$ cat src/sv/plist_pkg.sv
// ----------------------------------------------------------------------------
// plist_pkg: shared constants and types for the positional list engine
// Sizes, command and status codes, and the control and result bundles that
// pass between the storage cells, the group selectors and the top level.
// ----------------------------------------------------------------------------
package plist_pkg;

    // List capacity and the widths that follow from it
    localparam int CAPACITY = 128;
    localparam int IW       = $clog2(CAPACITY);       // cell index
    localparam int CW       = $clog2(CAPACITY + 1);   // entry count
    localparam int CMPW     = ((CW > 8) ? CW : 8) + 1; // position compares

    // Cells are resolved in groups of eight, then across groups
    localparam int GRP      = 8;
    localparam int GW       = 3;
    localparam int NGRP     = (CAPACITY + GRP - 1) / GRP;
    localparam int GIW      = (NGRP > 1) ? $clog2(NGRP) : 1;
    localparam int FW       = GIW + GW;               // flat padded index
    localparam int NPAD     = NGRP * GRP;

    typedef logic [31:0] word_t;

    typedef enum logic [2:0] {
        CMD_CLEAR  = 3'd0,
        CMD_INSERT = 3'd1,
        CMD_DELETE = 3'd2,
        CMD_SEARCH = 3'd3,
        CMD_READ   = 3'd4
    } cmd_t;

    typedef enum logic [2:0] {
        ST_OK       = 3'd0,
        ST_OVERFLOW = 3'd1,
        ST_EMPTY    = 3'd2,
        ST_BADPOS   = 3'd3,
        ST_NOTFOUND = 3'd4
    } status_t;

    // Broadcast control to every cell
    typedef struct packed {
        logic          ins;   // shift up from p, load val at p
        logic          del;   // shift down from p
        logic          srch;  // hit on value match instead of index match
        logic [IW-1:0] p;     // zero-based position
        word_t         val;
        logic [CW-1:0] cnt;
    } cell_ctl_t;

    // First hit within one group of cells
    typedef struct packed {
        logic          any;
        logic [GW-1:0] sub;
        word_t         data;
    } grp_res_t;

endpackage

$ cat src/sv/plist_cell.sv
// ----------------------------------------------------------------------------
// plist_cell: one list entry
// Holds one word, loads the new value or its left or right neighbor on insert or delete,
// and flags a hit for a position or value lookup.
// ----------------------------------------------------------------------------
module plist_cell
    import plist_pkg::*;
(
    input  logic          clk,
    input  logic [IW-1:0] idx,
    input  cell_ctl_t     ctl,
    input  word_t         left,
    input  word_t         right,
    output word_t         data,
    output logic          hit
);

    word_t data_reg;
    word_t data_next;

    // Pick the next entry value
    always_comb
    begin
        data_next = data_reg;
        if (ctl.ins)
        begin
            if (idx == ctl.p)
                data_next = ctl.val;
            else if (idx > ctl.p)
                data_next = left;
        end
        else if (ctl.del)
        begin
            if (idx >= ctl.p)
                data_next = right;
        end
    end

    // Hold the entry
    always_ff @(posedge clk)
    begin
        data_reg <= data_next;
    end

    // Flag a value match inside the list, or the addressed position
    always_comb
    begin
        if (ctl.srch)
            hit = (data_reg == ctl.val) && ({{(CW - IW){1'b0}}, idx} < ctl.cnt);
        else
            hit = (idx == ctl.p);
    end

    assign data = data_reg;

endmodule

$ cat config.mk
export PLATFORM = sky130hd
export DESIGN_NAME = plist_cell
export DESIGN_NICKNAME = d
export VERILOG_FILES = /design/src/sv/plist_pkg.sv /design/src/sv/plist_cell.sv
export SDC_FILE = /design/constraint.sdc
export NUM_CORES = 1
export LEC_CHECK = 0
export BUFFER_PORTS_ARGS = -buffer_cell sky130_fd_sc_hd__buf_2
export CAP_MARGIN = 5
export CORE_UTILIZATION = 44
export DETAILED_ROUTE_END_ITERATION = 8
export PLACE_DENSITY = 0.83
export SETUP_SLACK_MARGIN = 0.4
export SYNTH_ARGS = -nofsm -noshare
export SYNTH_HDL_FRONTEND = slang
export SYNTH_SLANG_ARGS = --single-unit
$ cat constraint.sdc
create_clock -name clk -period 5.3 [get_ports clk]
set_input_delay 0.53 -clock clk [delete_from_list [all_inputs] [get_ports clk]]
set_output_delay 0.53 -clock clk [all_outputs]
set_load 0.01 [all_outputs]
**Yosys cells after proc, flatten, opt, wreduce, memory -nomap -nowiden**

Index checks and enable logic that the tools add are counted.

- Reductions and logical operators: 4
- Equality and inequality tests: 3
- Mux-type cells: 6
- Magnitude comparators: 3

Operators with widths:

| operator | number |
|---|---|
| 32-bit 2-to-1 mux | 5 |
| 32-bit == test | 1 |
| 7-bit by 8-bit < comparator with 1-bit output | 1 |
| 7-bit == test | 1 |
| 7-bit greater-or-equal comparator | 1 |
| 7-bit > comparator | 1 |
| 2-bit nonzero test | 2 |
| 3-bit by 1-bit != test with 1-bit output, second input constant | 1 |
| 3-bit AND reduction | 1 |
| 1-bit logical AND | 1 |
| 1-bit 2-to-1 mux | 1 |

- Flip-flop bits (word level): 32
- Word-level logic and storage cells: 17

**Logic depth before layout (Yosys ltp)**

- Depth after elaboration: 4
- Gate-level depth with buffers: 8

**Worst setup path after synthesis**

Ideal clock, no wire load.

- Path type: input to register
- Start: input port idx[0]
- End: register data_reg[0], in the netlist data[0], enable pin
- Buffers on the path: 0
- Data arrival time: 2766 ps
- Data required time: 4868 ps
- Stages: 7
- Setup slack: 2102 ps
- Cell sequence: inv_1 > ha_1 > nand2b_1 > a21oi_1 > nor2b_1 > o21ai_0 > a21oi_1

- Longest elaborated chain between the ends: 3
- Elaborated cells on any way between the ends: 6
- Those cells by class: 2 x order compare; 2 x eq/ne; 2 x reduce/logical

Ends and longest elaborated chain:

| item | RTL line | RTL |
|---|---|---|
| from (decl) | plist_cell.sv:10 | `input logic [IW-1:0] idx,` |
| 7-bit > comparator, or another cell as far along | plist_cell.sv:29 | `else if (idx > ctl.p)` |
| 3-bit by 1-bit != test with 1-bit output (no source line) / 2-bit nonzero test (equally long branches) | n/a |  |
| 3-bit AND reduction (no source line) * | n/a |  |
| to (signal assigned) | plist_cell.sv:42 | `data_reg <= data_next;` |
| to (decl) | plist_cell.sv:18 | `word_t data_reg;` |

Every way passes the cells marked *; elsewhere a longest branch is shown, timed or not.
A chain may end at the register's enable or synchronous reset.

**Worst setup path in the final report**

- Start: input port idx[5]
- End: output port hit

- Longest elaborated chain between the ends: 3
- Elaborated cells on any way between the ends: 4
- Those cells by class: 1 x order compare; 1 x eq/ne; 1 x mux; 1 x reduce/logical

Ends and longest elaborated chain:

| item | RTL line | RTL |
|---|---|---|
| 7-bit by 8-bit < comparator with 1-bit output | plist_cell.sv:49 | `hit = (data_reg == ctl.val) && ({{(CW - IW){1'b0}}, idx} < ctl.cnt);` |
| 1-bit logical AND | plist_cell.sv:49 |  |
| 1-bit 2-to-1 mux * | plist_cell.sv:48 | `if (ctl.srch)` |
| to (decl) | plist_cell.sv:15 | `output logic hit` |

Marked as above.

==> out/qor.csv <==
stage,metric,value,unit
detailed_routing,avgViaCountPerCell,5.11,
logic_synthesis,seq_area_frac_synth,0.419,
sta,relSlewSlack,0.213,
sta,fin_hold_ws,599,ps
final_layout,area_growth,38.6,%
hold_path,hold_start,right[12],
detailed_routing,ant_nets,0,
logic_synthesis,netlist_top_cells_area,"edfxtp_1 42%, nand2_1 10%, a31oi_1 8.7%, xnor2_1 7.2%, ha_1 7.1%",
worst_setup_path,cp_max_fo,2,
detailed_routing,drtPass1Iterations,4,
global_route,track_usage,0.236,
logic_synthesis,yosys.area.top_type_share,0.419,
detailed_routing,drt-initial-drc-count,113,
sta,fin_setup_tns,0,ps
logic_synthesis,yosysWarningCount,0,
sta,fin_crit,2650,ps
sta,final-max-slew-violation-count,0,
placed_design,dp_hpwl,5060,um
detailed_routing,drc_errors,0,
final_layout,diodes,0,
worst_setup_path,cp-startpoint,idx[5],
sta,timing.final.ws_setup,2650,ps
logic_synthesis,ys_ff_latch,32,
clock_tree,clkSlewWorstSetupHoldPaths,70,ps
global_route,overflow,0,
final_layout,nFillCells,445,
die,core,4880,um2
global_route,grt_pass1_vias,2224,
clock_tree,clkSinkCount,32,
detailed_routing,via_count,2470,
worst_setup_path,arrival,2120,ps
sta,timing.final.crit_share,0.499,
hold_path,min_to,data[12]$_DFFE_PP_,
logic_synthesis,synth_nets,403,
worst_setup_path,worst-setup-path-type,in2out,
logic_synthesis,yosysTopAreaCell,edfxtp_1,
clock_tree,ctsHoldBuffers,0,
die,start_util,0.471,
power,powerDensity,233,nW/um2
sta,setup_viol,0,
sta,max_slew.worst_pin.slew,1180,ps
hold_path,hp-class,in2reg,
power,p_leak,1.54,nW
final_layout,drive_gt1_frac,0.389,
global_route,grt_max_degree,66,
logic_synthesis,syn_area,2300,um2
clock_tree,post_cts_buffers,0,
die,die_w,74.2,um
clock_tree,htree_num_levels,2,
global_route,grt_pass1_wl,9770,um
hold_path,hold_path_depth,3,
run_status,status,completed,
sta,max_clock_freq,0.378,GHz
sta,grt_setup_unrepaired,no,
worst_setup_path,end_kind,output pin,
die,dieArea,5510,um2
die,num_rows,25,
clock_tree,clock_path_buffers,2,
final_layout,final_cell_mix,"154 x buf_2, 64 x nand2_1, 35 x nor2_1",
placed_design,dp_slack,2550,ps
power,total_power,0.741,mW
final_layout,largest_reg_flops,32,
logic_synthesis,avgSynthCellArea,8.57,um2
flow_run,cap_violations,0,
clock_tree,cts_buffers,5,
detailed_routing,post_drt_wl_per_cell,13.5,um
die,io_pins,155,
global_route,antenna_found_initial,0,
logic_synthesis,synthesis.instances,268,
clock_tree,ctsResizeCount,0,
clock_tree,cts_tree,done,
sta,hold_violations,0,
clock_tree,cts_root_buf,clkbuf_8,
power,ir_drop,0.160,mV
final_layout,layout_commonest_cell,buf_2,
worst_setup_path,required,4770,ps
detailed_routing,finalWirelength,6520,um
die,die_h,74.2,um
worst_setup_path,cp-start-kind,primary input,
placed_design,gp_congestion,0.909,
logic_synthesis,synth.distinct_cells,24,
placed_design,port_buffers,154,
final_layout,nets,551,
-- through the flow --
| stage | area [um2] | std cells | utilization |
|---|---|---|---|
| after floorplan | 2300 | 268 | - |
| after global placement | 3100 | 476 | 0.636 |
| after detailed placement | 3100 | 476 | 0.636 |
| after CTS | 3180 | 483 | 0.652 |
| after global routing | 3180 | 483 | 0.652 |
| final | 3180 | 483 | 0.652 |
-- per-layer routing --
layer | track usage | wire length [um] | vias up
met5 | 0 | 0 | -
met4 | 0.0839 | 135 | 0
met3 | 0.0610 | 479 | 14
met2 | 0.409 | 3180 | 128
met1 | 0.286 | 2720 | 1099
li1 | - | - | 1229
-- final cells by class --
cell class | count | area, um2 | share of cell area
multi-input combinational | 208 | 1230 | 0.386
sequential | 32 | 961 | 0.302
timing repair buffer | 155 | 778 | 0.245
tap | 67 | 83.8 | 0.0263
clock buffer | 6 | 72.6 | 0.0228
inverter | 14 | 52.6 | 0.0165
clock inverter | 1 | 5.00 | 0.00157
-- synthesized netlist by cell type, drive strengths merged --
cell type,instances
a211oi,1
a21o,4
a21oi,5
a31oi,32
and4,2
buf,4
clkbuf,10
edfxtp,32
ha,13
inv,14
nand2,64
nand2b,2
nand4,8
nand4b,1
nor2,35
nor2b,1
nor3,2
nor4,3
o21ai,2
o32ai,1
or3,1
xnor2,19
xor2,12
-- power breakdown --
group | internal [mW] | switching (mW) | total, mW
clock | 0.0891 | 0.0843 | 0.173
combinational | 0.105 | 0.114 | 0.219
sequential | 0.325 | 0.0236 | 0.349
total | 0.519 | 0.222 | 0.741
-- cells by family (layout without fill, tap and decap cells) --
family | Yosys count | after routing | synth area share
XOR/XNOR | 31 | 31 | 0.118
AO/OA/AOI/OAI | 45 | 45 | 0.123
flip-flops | 32 | 32 | 0.419
adder cells (fa/ha/maj) | 13 | 13 | 0.0708
AND/OR/NAND/NOR | 119 | 119 | 0.219
buffers and inverters | 28 | 176 | 0.0512
-- how the worst max path moves through the flow --
stage,to,slack (ps),cells after the start
CTS,hit,2650,8
floorplan,data[0]$_DFFE_PP_,2100,7
finish,hit,2650,8
detailed placement,data[6]$_DFFE_PP_,2550,3
global placement,data[11]$_DFFE_PP_,2510,6
global route,hit,2540,8
-- critical path, stage by stage --
cell	delay (ps)
buf_2	110
ha_1	300
a21o_1	160
a21oi_1	140
nor2_1	50
or3_1	360
o32ai_1	290
buf_2	180
Power figures use the tool's default switching activity.
