--- config.mk ---
export PLATFORM = sky130hd
export DESIGN_NAME = plist_group
export DESIGN_NICKNAME = d
export VERILOG_FILES = /design/src/sv/plist_pkg.sv /design/src/sv/plist_group.sv
export SDC_FILE = /design/constraint.sdc
export NUM_CORES = 1
export LEC_CHECK = 0
export BUFFER_PORTS_ARGS = -buffer_cell sky130_fd_sc_hd__buf_2
export CAP_MARGIN = 20
export CORE_AREA = 2 2 117 119
export DETAILED_ROUTE_END_ITERATION = 8
export DIE_AREA = 0 0 119 121
export SLEW_MARGIN = 20
export SYNTH_ARGS = -nofsm -noshare
export SYNTH_HDL_FRONTEND = slang
export SYNTH_SLANG_ARGS = --single-unit
export TNS_END_PERCENT = 10
--- constraint.sdc ---
create_clock -name vclk -period 1.67
set_input_delay 0.2505 -clock vclk [all_inputs]
set_output_delay 0.2505 -clock vclk [all_outputs]
set_load 0.02 [all_outputs]
--- src/sv/plist_pkg.sv ---
// ----------------------------------------------------------------------------
// plist_pkg: shared constants and types for the positional list engine
// Sizes, command and status codes, and the control and result bundles that
// pass between the storage cells, the group selectors and the top level.
// ----------------------------------------------------------------------------
package plist_pkg;

    // List capacity and the widths that follow from it
    localparam int CAPACITY = 128;
    localparam int IW       = $clog2(CAPACITY);       // cell index
    localparam int CW       = $clog2(CAPACITY + 1);   // entry count
    localparam int CMPW     = ((CW > 8) ? CW : 8) + 1; // position compares

    // Cells are resolved in groups of eight, then across groups
    localparam int GRP      = 8;
    localparam int GW       = 3;
    localparam int NGRP     = (CAPACITY + GRP - 1) / GRP;
    localparam int GIW      = (NGRP > 1) ? $clog2(NGRP) : 1;
    localparam int FW       = GIW + GW;               // flat padded index
    localparam int NPAD     = NGRP * GRP;

    typedef logic [31:0] word_t;

    typedef enum logic [2:0] {
        CMD_CLEAR  = 3'd0,
        CMD_INSERT = 3'd1,
        CMD_DELETE = 3'd2,
        CMD_SEARCH = 3'd3,
        CMD_READ   = 3'd4
    } cmd_t;

    typedef enum logic [2:0] {
        ST_OK       = 3'd0,
        ST_OVERFLOW = 3'd1,
        ST_EMPTY    = 3'd2,
        ST_BADPOS   = 3'd3,
        ST_NOTFOUND = 3'd4
    } status_t;

    // Broadcast control to every cell
    typedef struct packed {
        logic          ins;   // shift up from p, load val at p
        logic          del;   // shift down from p
        logic          srch;  // hit on value match instead of index match
        logic [IW-1:0] p;     // zero-based position
        word_t         val;
        logic [CW-1:0] cnt;
    } cell_ctl_t;

    // First hit within one group of cells
    typedef struct packed {
        logic          any;
        logic [GW-1:0] sub;
        word_t         data;
    } grp_res_t;

endpackage

--- src/sv/plist_group.sv ---
// ----------------------------------------------------------------------------
// plist_group: first-hit selector for one group of cells
// Finds the lowest cell with a hit and passes its offset and word.
// ----------------------------------------------------------------------------
module plist_group
    import plist_pkg::*;
(
    input  logic [GRP-1:0]            hit,
    input  logic [GRP-1:0][31:0]      data,
    output grp_res_t                  res
);

    // Scan from the top so the lowest hit wins
    always_comb
    begin
        res.any  = 1'b0;
        res.sub  = '0;
        res.data = '0;
        for (int k = GRP - 1; k >= 0; k--)
        begin
            if (hit[k])
            begin
                res.any  = 1'b1;
                res.sub  = GW'(k);
                res.data = data[k];
            end
        end
    end

endmodule
==> After elaboration in Yosys (flattened, before gate mapping) <==
Index checks and enable logic that the tools add are counted.
{ "word_totals": {"reg_bits": 0, "latch_bits": 0, "ramBits": 0, "romBits": 0, "out_inout_bits": 36, "mem_count": 0} }
{ "op_classes": {"n_addsub": 0, "multipliers": 0, "n_div": 0, "magnitude_cmp": 0, "n_eq_ne": 0, "shift": 0, "n_mux": 8, "bitwise": 0, "n_reduce_logical": 0} }
{ "ops": {"columns": ["op", "n"], "rows": [
  ["$mux W36", 8]
]} }

==> Longest topological paths before layout <==
Gate-level depths: netlist (run 1).
{ "depth": {"depth_word": 8, "depth_mapped": 6, "ltp_nobuf": 4} }

==> Worst setup path before layout (run 1) <==
Ideal clock, no wire load.
{ "synth_path": {"kind": "input -> output", "from": "input hit[6]", "to": "output res[11] in the netlist's numbering", "arrival_ns": 1.497, "required_time_ns": 1.419, "path_slack_ns": -0.078, "cell_stages": 6, "path_cell_list": "buf_2 nor2b_4 and2b_1 buf_6 a221oi_2 o31ai_1"} }
{ "synth_lines": {"columns": ["element", "line_no", "source"], "rows": [
  ["start, declared", "plist_group.sv:8", "input logic [GRP-1:0] hit,"],
  ["end, declared", "plist_group.sv:10", "output grp_res_t res"]
]} }

==> out/results.txt, run 1 <==
Post-Syn Area per Cell -> 7.14 um^2
Worst-path fanout max -> 7
DP HPWL -> 11800 um
Post-synth cell types -> 29
Initial antenna violation count -> 1
YS warnings -> 0
Hold path start -> data[60]
GRT Total Usage -> 0.189
# DRC -> 0
Setup total negative slack -> -197 ps
Fmax -> 580 MHz
Worst path slowest cell -> a221o_1
Via count -> 3937
Post-layout worst setup margin -> -53.8 ps
# port buffers -> 300
Vias in the first global route -> 3887
Layout clock buffers -> 0
Layout sequential cell count -> 0
CP Capture Type -> primary output
Drt pass-1 iters -> 4
Final net count -> 858
Peak supply drop -> 0.132 mV
Leading cell type in the layout, fill and taps excluded -> buf_2
Core Region -> 13100 um^2
Rel. slew slack -> 0.791
Most frequent cells in the layout -> buf_2 (283), buf_4 (44), a221o_1 (32)
Final instance area -> 4510 um^2
Fin. Hold Viols -> 0
Top Family by Delay on Critical Path -> compound AO/OA/AOI/OAI gates
Kind of critical path -> in2out
First-pass GRT wire length -> 21200 um
Chip Width -> 119 um
Pwr/cell area -> 280 nW/um^2
RD Place Congestion -> 0.895
CP max stage delay -> 360 ps
Leakage -> 2.10 nW
Antenna Violating Nets Remaining -> 0
Placed Cells -> 757
Ratio of final minimum period to clock period -> 1.03
Max Slew Vio Count -> 0
Hold depth -> 4
Die area -> 14400 um^2
Critical path arrival -> 1470 ps
WL final -> 14900 um
HP Class -> in2out
Hold endpoint -> res[28]
Fin crit period -> 1720 ps
Area of the mapped netlist -> 1980 um^2
Critical Path Start Type -> input pin
Wire per inst -> 19.4 um
Rows -> 42
Synth Net Count -> 541
Worst path bufs/invs -> 4
Initial DRC Count -> 254
DP Area -> 3940 um^2
Tightest Pin Transition -> 314 ps
Storage element area -> 0 um^2
Syn Inst Count -> 277
Area of the multi-input gates -> 2130 um^2
Largest net degree at the start of global routing -> 25
Ports -> 300
Synthesis-to-layout area growth -> 128%
Tot Pwr -> 1.26 mW
Crit path cell chain -> buf_12, buf_8, buf_6, a221o_1, a221oi_4, o31ai_1, buf_2
# Max-Cap Violations -> 0
DIE HEIGHT -> 121 um
Unrepaired setup endpoints after global routing -> yes
Via-per-instance ratio -> 5.12
Sequential area share after synthesis -> 0
Min Hold Slack -> 846 ps
Critical Path RT -> 1420 ps
Fill cells -> 1411
Final Non-Filler Cells -> 769
Share of layout cells above drive strength 1 -> 0.703
Global route total overflow -> 0
Initial core utilization -> 0.151
Hold buffer count at CTS -> 0
Status -> complete, but fails checks
Failing checks -> negative setup slack
Setup-failing EPs final -> 10
[cells by family after synthesis]
kind of cell | Yosys count | share of synthesized area
AOI/OAI and AO/OA | 164 | 0.672
and+or+nand+nor | 72 | 0.225
buffers and inverters | 41 | 0.104
[power by group]
group             total, mW  internal (mW)  switching [mW]
sequential                0              0               0
clock          0.0000000803   0.0000000803               0
combinational          1.26          0.620           0.642
[metrics by stage]
stage                     utilization  setup WS, ps
after floorplan                     -         -77.9
after global placement          0.301          -201
after detailed placement        0.301          -198
after CTS                       0.329         -36.1
after global routing            0.344         -80.9
final                           0.344         -53.8
[per-layer routing]
layer	GRT usage	routed length, um	up-vias
li1	-	-	1840
met1	0.237	6020	1817
met2	0.345	7310	256
met3	0.0179	1130	24
met4	0.0536	445	0
met5	0	0	-
[final cells by class]
cell class | count | area share
Antenna cell | 1 | 0.000555
Inverter | 2 | 0.00167
Multi-Input combinational cell | 239 | 0.472
Tap cell | 176 | 0.0489
Timing Repair Buffer | 351 | 0.477
[how the worst max path moves through the flow]
stage | start | depth (start not counted) | slack (ps) | end
after global routing | hit[5] | 7 | -80 | res[19]
final | hit[5] | 7 | -50 | res[19]
after global placement | hit[2] | 7 | -200 | res[13]
after detailed placement | hit[2] | 7 | -200 | res[13]
after floorplan | hit[6] | 6 | -80 | res[15]
after CTS | hit[5] | 7 | -40 | res[7]
[synth_stat cells]
| cell type | n | area share |
|---|---|---|
| o21bai_1 | 2 | 0.0076 |
| a221oi_1 | 23 | 0.10 |
| o21ai_0 | 1 | 0.0025 |
| nor3b_1 | 11 | 0.042 |
| and2b_1 | 3 | 0.011 |
| nor2b_4 | 1 | 0.0070 |
| nor4_1 | 1 | 0.0032 |
| inv_2 | 1 | 0.0019 |
| buf_6 | 5 | 0.028 |
| o22ai_1 | 21 | 0.066 |
| nor2_2 | 1 | 0.0032 |
| o31ai_1 | 11 | 0.042 |
| buf_1 | 1 | 0.0019 |
| a22oi_1 | 11 | 0.042 |
| nor3_1 | 12 | 0.030 |
| nand2_1 | 3 | 0.0057 |
| clkbuf_1 | 22 | 0.042 |
| nand2b_1 | 20 | 0.063 |
| o2111ai_1 | 20 | 0.089 |
| nor2b_1 | 12 | 0.038 |
| inv_1 | 1 | 0.0019 |
| or2b_1 | 1 | 0.0038 |
| or2_1 | 2 | 0.0063 |
| a21oi_1 | 33 | 0.083 |
| nand3_1 | 2 | 0.0051 |
| a221oi_2 | 10 | 0.076 |
| nor2_1 | 3 | 0.0057 |
| buf_2 | 11 | 0.028 |
| a221o_1 | 32 | 0.16 |
[repair_timing]
item                                    CTS  global route
pin swaps                                14            12
endpoints found under the setup margin   32            32
setup buffers                             6             2
endpoints found under the hold margin     0             0
gates cloned                              3             1
gates resized for setup                  71            28
Power figures use the tool's default switching activity.
==> inputs of run 2 (changes only) <==
==> constraint.sdc (replaced) <==
create_clock -name vclk -period 2.1
set_input_delay 0.315 -clock vclk [all_inputs]
set_output_delay 0.315 -clock vclk [all_outputs]
set_load 0.02 [all_outputs]
==> out/results.txt, run 2 (synthesis results as in run 1) <==
Initial core utilization -> 0.151 (unchanged)
Pwr/cell area -> 217 nW/um^2 (-23%)
Rel. slew slack -> 0.747 (-0.0436)
RD Place Congestion -> 0.872 (-2.5%)
Share of layout cells above drive strength 1 -> 0.603 (-0.0995)
Critical path arrival -> 1640 ps (+170 ps)
Die area -> 14400 um^2 (unchanged)
# Max-Cap Violations -> 0 (unchanged)
Critical Path RT -> 1780 ps (+360 ps)
Most frequent cells in the layout -> buf_2 (300), a21oi_1 (33), a221o_1 (32)
Chip Width -> 119 um (unchanged)
Initial DRC Count -> 227 (-11%)
Global route total overflow -> 0 (unchanged)
Fin crit period -> 1950 ps
Fill cells -> 1482 (+5.0%)
Setup total negative slack -> 0 ps (+197 ps)
Via count -> 3752 (-4.7%)
Fin. Hold Viols -> 0 (unchanged)
DP Area -> 3770 um^2 (-4.4%)
Peak supply drop -> 0.0619 mV (-53%)
Antenna Violating Nets Remaining -> 0 (unchanged)
Wire per inst -> 17.6 um (-9.0%)
Placed Cells -> 743 (-1.8%)
GRT Total Usage -> 0.165 (-0.0249)
CP Capture Type -> primary output
Critical Path Start Type -> input pin
Post-CTS Setup Inserts -> 0 (-6)
Leading cell type in the layout, fill and taps excluded -> buf_2
Ratio of final minimum period to clock period -> 0.929
HP Class -> in2out
DR top layer -> met4
Via-per-instance ratio -> 5.05 (-1.4%)
Resized cells post-CTS -> 0 (-100%)
Min Hold Slack -> 975 ps (+129 ps)
# port buffers -> 300 (unchanged)
Layout clock buffers -> 0 (unchanged)
DP HPWL -> 10800 um (-8.8%)
Leakage -> 1.83 nW (-13%)
Setup-failing EPs final -> 0 (-10)
Status -> finished clean
Initial antenna violation count -> 0 (-1)
Unrepaired setup endpoints after global routing -> no
Util after Layout -> 0.288 (-0.0563)
Post-Route M1 WL -> 5270 um (-13%)
Storage element area -> 0 um^2 (unchanged)
Ant. Diodes -> 0 (-1)
Wire length on met2 -> 6560 um (-10%)
Worst-path fanout max -> 6 (-1)
WL final -> 13100 um (-12%)
Core Region -> 13100 um^2 (unchanged)
Largest net degree at the start of global routing -> 47 (+88%)
Fmax -> 513 MHz
Ports -> 300 (unchanged)
Max Slew Vio Count -> 0 (unchanged)
Synthesis-to-layout area growth -> 90.6%
Kind of critical path -> in2out
Rows -> 42 (unchanged)
Final Non-Filler Cells -> 743 (-3.4%)
Metal3 WL -> 1110 um (-1.8%)
Drt pass-1 iters -> 4 (unchanged)
DIE HEIGHT -> 121 um (unchanged)
Tightest Pin Transition -> 376 ps (+62.6 ps)
Vias in the first global route -> 3679 (-5.4%)
# DRC -> 0 (unchanged)
Hold buffer count at CTS -> 0 (unchanged)
Final net count -> 833 (-2.9%)
Final instance area -> 3770 um^2 (-16%)
Layout sequential cell count -> 0 (unchanged)
First-pass GRT wire length -> 18900 um (-11%)
-- run 2: worst max-delay path, stage by stage --
cell      delay (ps)
buf_2            130
or2_1            260
buf_4            170
a221o_1          270
a221oi_2         190
o31ai_1          120
buf_2            180
-- run 2: path summary, 6_finish.rpt --
kind,from,endpoint,slack [ps],cells after the start
hold / removal,data[47],res[15],980,4
setup / recovery,hit[2],res[30],150,7
-- run 2: report_power, final --
| part | switching (mW) | internal, mW | leakage, nW |
|---|---|---|---|
| sequential | 0 | 0 | 0 |
| clock | 0 | 0 | 0 |
| combinational | 0.427 | 0.389 | 1.83 |
| total | 0.427 | 0.389 | 1.83 |
-- run 2: cell type report --
type                       instances  area (um^2)  share of cell area
multi-input combinational        236         1770               0.470
inverter                           2         7.51             0.00199
tap                              176          220              0.0584
timing repair buffer             329         1770               0.469
-- run 2: routing by layer --
layer,vias up,global-route usage
met5,-,0
met4,0,0.0268
met3,14,0.0211
met2,232,0.310
met1,1720,0.202
li1,1786,-
-- run 2: through the flow --
stage	setup slack, ps	total power [mW]
floorplan	223	0.381
global placement	180	0.808
detailed placement	164	0.813
CTS	160	0.815
global route	83.4	0.885
finish	149	0.817
